**config.mk**
```make
export PLATFORM = sky130hd
export DESIGN_NAME = mse_out_stage_flat
export DESIGN_NICKNAME = d
export VERILOG_FILES = /design/src/rtl/mse_pkg.sv /design/src/rtl/mse_rsp_if.sv /design/src/rtl/mse_out_stage.sv /design/src/flat_wrapper.sv
export SDC_FILE = /design/constraint.sdc
export NUM_CORES = 1
export LEC_CHECK = 0
export ABC_AREA = 1
export BUFFER_PORTS_ARGS = -buffer_cell sky130_fd_sc_hd__buf_4
export CAP_MARGIN = 10
export CORE_MARGIN = 2
export CORE_UTILIZATION = 25
export CTS_BUF_LIST = sky130_fd_sc_hd__clkbuf_4 sky130_fd_sc_hd__clkbuf_8
export DETAILED_ROUTE_END_ITERATION = 6
export PLACE_DENSITY = 0.61
export SLEW_MARGIN = 0
export SYNTH_ARGS = -nofsm -noshare
export SYNTH_HDL_FRONTEND = slang
export SYNTH_SLANG_ARGS = --single-unit
```
**constraint.sdc**
```tcl
create_clock -name clock -period 2.9 [get_ports clock]
set_input_delay 0.29 -clock clock [delete_from_list [all_inputs] [get_ports clock]]
set_output_delay 0.29 -clock clock [all_outputs]
set_load 0.01 [all_outputs]
```
**src/rtl/mse_pkg.sv**
```systemverilog
// Shared constants and types for the merge sort engine.
// No dependencies; used by every other file of the block but mse_ram.
package mse_pkg;

   // Element width and default batch capacity
   localparam int DATA_W   = 32;
   localparam int MSE_SIZE = 64;

   // Control from the sequencer to the result stage, one per memory read
   typedef struct packed {
      logic issue;   // a read of the next sorted element goes out this cycle
      logic last;    // that element closes the batch
      logic ovf;     // the batch lost elements at the full store
   } out_ctl_type;

endpackage

```
**src/rtl/mse_rsp_if.sv**
```systemverilog
// Result channel of the merge sort engine: one sorted element per transaction.
// Depends on mse_pkg for the element width.
interface mse_rsp_if;
   logic                               valid;
   logic                               ready;
   logic signed [mse_pkg::DATA_W-1:0]  sorted_value;
   logic                               end_of_batch;
   logic                               overflowed;

   modport source (output valid, output sorted_value, output end_of_batch,
                   output overflowed, input ready);
   modport sink   (input valid, input sorted_value, input end_of_batch,
                   input overflowed, output ready);
endinterface

```
**src/rtl/mse_out_stage.sv**
```systemverilog
// Result stage: catches the memory read data in the cycle after the read and
// holds it in the output register until the result transaction completes.
// Depends on mse_pkg and mse_rsp_if.
module mse_out_stage (
   input  logic                              clock,
   input  logic                              reset,
   input  mse_pkg::out_ctl_type              ctl,
   input  logic signed [mse_pkg::DATA_W-1:0] rd_data,
   output logic                              can_issue,
   mse_rsp_if.source                         rsp_ch
);
   import mse_pkg::*;

   logic                      pend_ff, pend_in;
   logic                      pend_last_ff;
   logic                      pend_ovf_ff;
   logic                      valid_ff, valid_in;
   logic signed [DATA_W-1:0]  value_ff;
   logic                      last_ff;
   logic                      ovf_ff;

   // A read may go out only if its data finds the output register empty
   assign can_issue = !pend_ff && (!valid_ff || rsp_ch.ready);

   always_comb begin
      pend_in  = ctl.issue;
      valid_in = valid_ff;
      if (pend_ff) begin
         valid_in = 1'b1;
      end else if (valid_ff && rsp_ch.ready) begin
         valid_in = 1'b0;
      end
   end

   // Control state
   always_ff @(posedge clock) begin
      if (reset) begin
         pend_ff  <= 1'b0;
         valid_ff <= 1'b0;
      end else begin
         pend_ff  <= pend_in;
         valid_ff <= valid_in;
      end
   end

   // Payload: flags travel alongside the read, data arrives in the next cycle
   always_ff @(posedge clock) begin
      if (ctl.issue) begin
         pend_last_ff <= ctl.last;
         pend_ovf_ff  <= ctl.ovf;
      end
      if (pend_ff) begin
         value_ff <= rd_data;
         last_ff  <= pend_last_ff;
         ovf_ff   <= pend_ovf_ff;
      end
   end

   assign rsp_ch.valid        = valid_ff;
   assign rsp_ch.sorted_value = value_ff;
   assign rsp_ch.end_of_batch = last_ff;
   assign rsp_ch.overflowed   = ovf_ff;

`ifndef SYNTHESIS
   // Read data must never land on a result that is still waiting
   a_pend_into_empty: assert property (@(posedge clock) disable iff (reset)
      pend_ff |-> !valid_ff)
      else $error("read data arrived while the output register was full");
`endif

endmodule
```
**src/flat_wrapper.sv**
```systemverilog
// flat-port wrapper written by rule: the top's interface ports become plain ports
module mse_out_stage_flat import mse_pkg::*;
  (clock, reset, ctl, rd_data, can_issue, rsp_ch_valid, rsp_ch_sorted_value, rsp_ch_end_of_batch, rsp_ch_overflowed, rsp_ch_ready);
  mse_rsp_if rsp_ch_i ();
  input  logic clock;
  input  logic reset;
  input  mse_pkg::out_ctl_type ctl;
  input  logic signed [mse_pkg::DATA_W-1:0] rd_data;
  output logic can_issue;
  output wire logic [$bits(rsp_ch_i.valid)-1:0] rsp_ch_valid;
  output wire logic [$bits(rsp_ch_i.sorted_value)-1:0] rsp_ch_sorted_value;
  output wire logic [$bits(rsp_ch_i.end_of_batch)-1:0] rsp_ch_end_of_batch;
  output wire logic [$bits(rsp_ch_i.overflowed)-1:0] rsp_ch_overflowed;
  input wire logic [$bits(rsp_ch_i.ready)-1:0] rsp_ch_ready;
  assign rsp_ch_valid = rsp_ch_i.valid;
  assign rsp_ch_sorted_value = rsp_ch_i.sorted_value;
  assign rsp_ch_end_of_batch = rsp_ch_i.end_of_batch;
  assign rsp_ch_overflowed = rsp_ch_i.overflowed;
  assign rsp_ch_i.ready = rsp_ch_ready;
  mse_out_stage u_core (.clock(clock), .reset(reset), .ctl(ctl), .rd_data(rd_data), .can_issue(can_issue), .rsp_ch(rsp_ch_i));
endmodule
```
* Word level (Yosys, flattened, before mapping) *
Index checks and enable logic that the tools add are counted.

storage, ports and cells
  RAM bits = 0
  output and inout port bits = 36
  logic and storage cells = 15
  memories kept = 0
  latch bits = 0
  register bits = 38
  input bits = 38
  memory bits (read-only) = 0

cells by class
  add/subtract/negate cells = 0
  reductions and logical operators = 6
  divide/modulo/power cells = 0
  magnitude comparators = 0
  multiply operators = 0
  shift-type cells = 0
  muxes and demuxes = 2
  eq/ne operators = 0
  bitwise operators = 0

operators with widths
  operator             number
  $logic_and A1 B1 Y1  2
  $logic_not A1 Y1     2
  $mux W1              2
  $reduce_bool A2 Y1   1
  $logic_or A1 B1 Y1   1

* Logic depth before layout (Yosys ltp) *
Gate-level depths: netlist of run 1.

  word-level depth = 3
  depth in mapped cells = 3
  gate-level depth less buffers = 3

* Worst setup path after synthesis of run 1 *
No wires, ideal clock.

  kind = reg2out
  from = register u_core.pend_ff
  to = output port can_issue
  buffers on the path = 0
  arrival = 1.228 ns
  data required time = 2.610 ns
  cell stages (with the launch flop) = 2
  path slack = 1.382 ns
  path through = dfxtp_1 a21oi_1

on the way
  longest elaborated chain between the ends = 2

RTL lines
  item                    line                 source
  from (decl)             mse_out_stage.sv:14  logic pend_ff, pend_in;
  from (signal assigned)  mse_out_stage.sv:41  pend_ff <= pend_in;
  $logic_not A1 Y1        mse_out_stage.sv:23  assign can_issue = !pend_ff && (!valid_ff || rsp_ch.ready);
  $logic_and A1 B1 Y1     mse_out_stage.sv:23
  to (decl)               flat_wrapper.sv:9    output logic can_issue;

No other way between the ends.

* Final worst setup path of run 1 *
Same ends and word-level chain as after synthesis.

==> reports/qor.csv, run 1 <==
metric,value,unit
tritoncts,yes,
grt_setup_unrepaired,no,
antenna_found_initial,0,
remaining_drc_errors,0,
synth.net_count,83,
nets,164,
growth_of_design_area_from_synthesis_to_finish,60.93,%
pwr-share-comb,8.4,%
post-route-min-period,1.505,ns
final_core_density,42.15,%
placement.cell_area,1777,um2
crit_chain,a21oi_1 -> buf_4,
cts_made_buffers,5,
post_synth_instance_area,1156,um2
run_status,finished clean,
finalCritPeriodShare,51.88,%
clock_path_buffers,2,
fp.coreArea,4414,um2
synthMostInstantiatedCell,edfxtp_1,
holdBufCountCts,0,
worstSkewPairLatency,0.28,ns
synth_common_cells,"edfxtp_1, dfxtp_1, inv_1",
root_driver,clkbuf_8,
cellInternalPower,0.8715,mW
place.port_buffers,73,
cap_viol_max_count,0,
worst_path_largest_cell_delay,0.68,ns
synth.mux.area_fraction,0,%
drt-total-wl,2.255,mm
global_route.usage.met2,14.81,%
synth_seq_area_share,96.97,%
worst_slew_pin_slew,0.5699,ns
final_critical_path_setup_slack,1.395,ns
grt_pass1_wl,3.484,mm
synth.distinct_cells,8,
finish.instance_area,1861,um2
grt_most_used_layer,met2,
worst_hold_path_type,in -> reg,
postSynth.topFlopCell,edfxtp_1,
holdCritStartpoint,reset,
power.share.switching,19.18,%
gp_routability_congestion,0.6439,
die-area,5185,um2
synth.avg_cell_area,25.69,um2
design_power_total,1.078,mW
grt_pass1_vias,745,
simple_gate_portion_of_the_synthesized_area,0.8658,%
clock-skew-final,0.002236,ns
synth-seq-cells,38,
finalSetupTns,0,ns
yosysTopAreaCell,edfxtp_1,
top_level_pins,74,
critPathLaunchType,flip-flop,
clk_pin_slew,0.06,ns
routed-via-count,696,
r2r_setup_slack,1.49,ns
setup-violations-final,0,
cts.repair_timing.setup_buffer_count,0,
synth-adder-area-share,0,%
synth_compound_gate_area_share,1.190,%
critical_path_peak_fanout,14,
met3_usage,6.806,%
initial_cell_density_of_the_core,26.19,%
post_route_cells_drive_above_1_share,66.67,%
placement.setup.worst_slack,1.454,ns
worstPathRequired,2.61,ns
syn_inst,45,
min_delay_path_depth,2,
synth_top_area_share,93.51,%
drt.antenna.violating_nets,0,
crit_path_top_delay_cell,dfxtp_1,
min_delay_worst_endpoint,u_core.rsp_ch.valid,
share_seq_of_total_power,59.3,%
synth_top_family_by_area,compound AO/OA/AOI/OAI gates,
hold_vio_cnt_final,0,
net-switching-power,0.2069,mW
p_per_area,579.6,nW/um2
ys.warnings.count,0,
clock.fmax,664.7,MHz
drv_slew,0,
synth_edf_count,36,
worst_r2r_endpoint,u_core.rsp_ch.sorted_value[24],
cts-resized-gates,0,
grt_start_max_net_pins,24,
synthXorXnorAreaFrac,0,%
grt_overflow_total,0,
critical_path_arrival,1.21,ns
num_antenna_cells,0,
reg2reg_depth,1,
criticalPathCategory,reg -> out,
post_synth_main_area_contributors,"edfxtp_1, dfxtp_1, a21oi_2",
worst_setup_end_kind,output port,
grt.met1_usage,9.429,%
critical_register_to_register_path_startpoint,u_core.pend_ff,
vias_per_cell,3.910,
synthArstFlopShare,0,%
fp.dieW,72.01,um
avgRoutedWirePerCell,12.67,um
max-vdd-ir-drop,0.0002159,V
first_pass_iters,2,
total_leakage_power,0.7749,nW
num-fill-cells,416,
max-slew-margin-rel,61.95,%
num_rows,24,
cts.sinks,38,
htree_num_levels,2,
clockPowerShare,32.3,%
grtUsageTotal,9.285,%
initialDrtViolationCount,18,
dieHeight,72.01,um
==> layout by cell type, fill, tap and decap left out <==
master	count
edfxtp_1	36
inv_2	1
buf_4	74
clkbuf_8	5
nand2_2	1
dfxtp_1	2
a21oi_1	1
a21oi_2	1
nor2_1	1
clkbuf_4	2
inv_1	2
==> worst max path at each step <==
stage	startpoint	endpoint
floorplan	u_core.pend_ff	can_issue
global placement	u_core.pend_ff	u_core.rsp_ch.sorted_value[9]
detailed placement	u_core.pend_ff	u_core.rsp_ch.sorted_value[10]
CTS	u_core.pend_ff	can_issue
global route	u_core.pend_ff	can_issue
finish	u_core.pend_ff	can_issue
==> per-stage QoR <==
| step | cells | hold WS, ns |
|---|---|---|
| 2_1_floorplan | 45 | 0.3524 |
| 3_3_place_gp | 171 | 0.4067 |
| 3_5_place_dp | 171 | 0.4090 |
| 4_1_cts | 178 | 0.1496 |
| 5_1_grt | 178 | 0.1481 |
| 6_report | 178 | 0.1624 |
==> power groups by stage <==
| stage | Sequential, mW | Clock, mW | Combinational [mW] |
|---|---|---|---|
| floorplan | 0.667 | 0 | 0.00352 |
| global placement | 0.651 | 0 | 0.0919 |
| detailed placement | 0.652 | 0 | 0.0937 |
| CTS | 0.640 | 0.367 | 0.0936 |
| global route | 0.642 | 0.389 | 0.0990 |
| finish | 0.639 | 0.348 | 0.0911 |
==> metal layers <==
| metal | vias up | wire, um | part of all wire (%) |
|---|---|---|---|
| li1 | 332 | - | - |
| met1 | 303 | 822 | 36 |
| met2 | 56 | 1071 | 47 |
| met3 | 5 | 325 | 14 |
| met4 | 0 | 35 | 1.6 |
| met5 | - | 0 | 0 |
==> sequential cells by signal (all words and copies together), names as in the netlist <==
signal,flops
u_core.rsp_ch.sorted_value,32
u_core.pend_ovf_ff,1
u_core.rsp_ch.end_of_batch,1
u_core.rsp_ch.valid,1
u_core.pend_last_ff,1
u_core.rsp_ch.overflowed,1
u_core.pend_ff,1
==> logic make-up (layout without fill, tap and decap cells) <==
group | Yosys count | in the layout
DFF | 38 | 38
buffers and inverters | 3 | 84
AOI/OAI and AO/OA | 2 | 2
and+or+nand+nor | 2 | 2
==> worst max-delay path, delay by kind of cell, from the launching register on <==
kind,cells,cell delay [ns]
AOI/OAI and AO/OA,1,0.08
buffers and inverters,1,0.17
DFF,1,0.68
==> layout make-up <==
class | instances | area (um2) | share of cell area [%]
clock buffers | 7 | 83.83 | 4.506
inverters | 3 | 11.26 | 0.6052
multi-input cells | 4 | 23.77 | 1.278
flip-flops and latches | 38 | 1121 | 60.26
well taps | 52 | 65.06 | 3.497
repair buffers | 74 | 555.5 | 29.86
Power figures use the tool's default switching activity.
==> run 2: changes to the inputs <==
--- a/config.mk
+++ b/config.mk
@@ -5,14 +5,14 @@
 export SDC_FILE = /design/constraint.sdc
 export NUM_CORES = 1
 export LEC_CHECK = 0
-export ABC_AREA = 1
+export ABC_AREA = 0
 export BUFFER_PORTS_ARGS = -buffer_cell sky130_fd_sc_hd__buf_4
 export CAP_MARGIN = 10
 export CORE_MARGIN = 2
 export CORE_UTILIZATION = 25
 export CTS_BUF_LIST = sky130_fd_sc_hd__clkbuf_4 sky130_fd_sc_hd__clkbuf_8
 export DETAILED_ROUTE_END_ITERATION = 6
-export PLACE_DENSITY = 0.61
+export PLACE_DENSITY = 0.63
 export SLEW_MARGIN = 0
 export SYNTH_ARGS = -nofsm -noshare
 export SYNTH_HDL_FRONTEND = slang
==> constraint.sdc (replaced) <==
create_clock -name clock -period 1.2 [get_ports clock]
set_input_delay 0.12 -clock clock [delete_from_list [all_inputs] [get_ports clock]]
set_output_delay 0.12 -clock clock [all_outputs]
set_load 0.01 [all_outputs]
==> run 2 against run 1 <==
First-iteration DRC count is 5.6% higher. Clock skew is 0.0077 ns higher. Core utilization is 7.0 points higher. Combinational power grew to 3.4 times the previous value. Register-to-register slack worse by 1.2 ns. Non-clock buffer count is 30 higher. Critical path type unchanged. Highest routed layer unchanged.
==> reports/qor.csv, run 2 <==
metric,value,unit,change
total_leakage_power,0.9011,nW,+16%
setup-violations-final,0,,unchanged
growth_of_design_area_from_synthesis_to_finish,86.65,%,
avgRoutedWirePerCell,12.96,um,+2.3%
post_synth_main_area_contributors,"edfxtp_1, dfxtp_1, nand2b_4",,
grt_pass1_wl,4.015,mm,+15%
top_level_pins,74,,unchanged
synth.avg_cell_area,27.03,um2,+5.2%
clock-skew-final,0.009920,ns,+0.007683 ns
htree_num_levels,2,,unchanged
criticalPathCategory,reg -> out,,
max-vdd-ir-drop,0.0008419,V,+290%
synthArstFlopShare,0,%,unchanged
drt-total-wl,2.682,mm,+19%
pwr-share-comb,11.6,%,+3.2 points
cts_made_buffers,5,,unchanged
synth-seq-cells,38,,unchanged
clk_pin_slew,0.07,ns,about the same
synth_edf_count,36,,unchanged
synth_common_cells,"edfxtp_1, dfxtp_1",,
met3_usage,6.528,%,-0.28 points
remaining_drc_errors,0,,unchanged
mostFrequentLayoutCells,"buf_4, edfxtp_1, dlygate4sd3_1, clkbuf_8",,
grt_setup_unrepaired,no,,
syn_inst,43,,-4.4%
cellInternalPower,2.136,mW,+150%
nets,192,,+17%
p_per_area,1242,nW/um2,+110%
cap_viol_max_count,0,,unchanged
cts.repair_timing.setup_buffer_count,0,,unchanged
place.port_buffers,73,,unchanged
synth_seq_area_share,96.45,%,-0.52 points
fp.coreArea,4414,um2,unchanged
cts.sinks,38,,unchanged
first_pass_iters,3,,+1
finalCritPeriodShare,95.68,%,
initialDrtViolationCount,19,,+1
final_core_density,49.15,%,+7.0 points
power.share.switching,20.75,%,+1.6 points
synthMostInstantiatedCell,edfxtp_1,,
vias_per_cell,4.000,,+2.3%
dieHeight,72.19,um,+0.25%
post_synth_instance_area,1162,um2,+0.54%
clock_path_buffers,2,,unchanged
ys.warnings.count,0,,unchanged
gp_routability_congestion,0.6703,,+4.1%
worstPathRequired,1.08,ns,-1.53 ns
worst_slew_pin_slew,0.1757,ns,-0.3942 ns
holdBufCountCts,21,,+21
post-route-min-period,1.148,ns,
die-area,5211,um2,+0.50%
critical_path_arrival,1.03,ns,-0.18 ns
grt_start_max_net_pins,15,,-38%
share_seq_of_total_power,57.2,%,-2.1 points
postSynth.topFlopCell,edfxtp_1,,
critPathLaunchType,flip-flop,,
grt_pass1_vias,891,,+20%
synth_top_area_share,93.00,%,-0.50 points
grt_most_used_layer,met2,,
place.detailed.instances,171,,unchanged
instances_no_fill,207,,+16%
initial_cell_density_of_the_core,26.33,%,+0.14 points
clock.fmax,870.9,MHz,
global_route.usage.met2,18.96,%,+4.1 points
post_route_cells_drive_above_1_share,56.77,%,-9.9 points
largest_reg_flops,32,,unchanged
worstSkewPairLatency,0.29,ns,about the same
clockPowerShare,31.2,%,-1.1 points
cts-resized-gates,0,,unchanged
num_rows,24,,unchanged
synth.net_count,81,,-2.4%
antenna_found_initial,0,,unchanged
root_driver,clkbuf_8,,
tritoncts,yes,,
grt_overflow_total,0,,unchanged
max-slew-margin-rel,88.28,%,+26 points
drv_slew,0,,unchanged
finalSetupTns,0,ns,unchanged
num-fill-cells,390,,-6.3%
routed-via-count,828,,+19%
synth.distinct_cells,7,,-1
net-switching-power,0.5593,mW,+170%
yosysTopAreaCell,edfxtp_1,,
worst_setup_end_kind,output port,,
worst_hold_path_type,in -> reg,,
final_common_cell,buf_4,,
grtUsageTotal,10.88,%,+1.6 points
critical_path_peak_fanout,2,,-12
fp.dieW,72.19,um,+0.25%
num_antenna_cells,0,,unchanged
place_hpwl,1.971,mm,
drt.antenna.violating_nets,0,,unchanged
grt.met1_usage,10.04,%,+0.61 points
hold_slack,0.01491,ns,-0.1475 ns
run_status,finished clean,,
hold_vio_cnt_final,0,,unchanged
[run 2: changes by cell type after synthesis]
| cell | previous run | this run |
|---|---|---|
| nor2_1 | 1 | 0 |
| and2_4 | 0 | 1 |
| nor2b_1 | 0 | 1 |
| inv_1 | 2 | 1 |
| a21oi_1 | 1 | 0 |
| nand2_2 | 1 | 0 |
| nand2b_4 | 0 | 1 |
| inv_2 | 1 | 0 |
[run 2: path summary, 6_finish.rpt]
check	endpoint	cells after the start	start	slack, ns
max	can_issue	3	u_core.rsp_ch.valid	0.05
min	u_core.rsp_ch.sorted_value[29]	1	rd_data[29]	0.01
max reg2reg	u_core.rsp_ch.sorted_value[30]	1	u_core.pend_ff	0.30
min reg2reg	u_core.rsp_ch.end_of_batch	0	u_core.pend_last_ff	0.43
[run 2: power groups by stage]
stage / Clock [mW] / Sequential (mW) / Combinational (mW)
4_1_cts: 0.871 / 1.54 / 0.297
3_5_place_dp: 0 / 1.57 / 0.244
5_1_grt: 0.943 / 1.55 / 0.338
3_3_place_gp: 0 / 1.57 / 0.236
6_report: 0.841 / 1.54 / 0.314
2_1_floorplan: 0 / 1.61 / 0.0116
[run 2: area by class of cell]
class	instances	area, um2	area share, %
timing repair buffer	104	850.8	39.22
clock inverter	3	21.27	0.9804
tap	52	65.06	2.999
multi-input combinational	4	37.54	1.730
clock buffer	5	68.82	3.172
sequential	38	1122	51.73
inverter	1	3.754	0.1730
[run 2: worst max-delay path, stage by stage (launching register included)]
cell and delay (ns):
dfxtp_1 0.39, nand2b_4 0.08, and2_4 0.15, buf_4 0.13
[run 2: per-stage QoR]
step	power, mW	instance area [um2]	worst slack [ns]
2_1_floorplan	1.622	1164	0.08047
3_3_place_gp	1.805	1799	0.3409
3_5_place_dp	1.814	1799	0.3209
4_1_cts	2.711	2100	0.05287
5_1_grt	2.827	2170	0.007693
6_report	2.695	2170	0.05179
[run 2: kinds of logic after synthesis]
kind of cell	Yosys count	share of synthesized area, %
AOI/OAI and AO/OA	1	0.7536
DFF	38	96.45
buffers and inverters	1	0.3226
and+or+nand+nor	3	2.476
[run 2: metal layers]
| metal | wire length, um | share of wire [%] |
|---|---|---|
| met1 | 880 | 33 |
| met2 | 1421 | 53 |
| met3 | 331 | 12 |
| met4 | 48 | 1.8 |
| met5 | 0 | 0 |
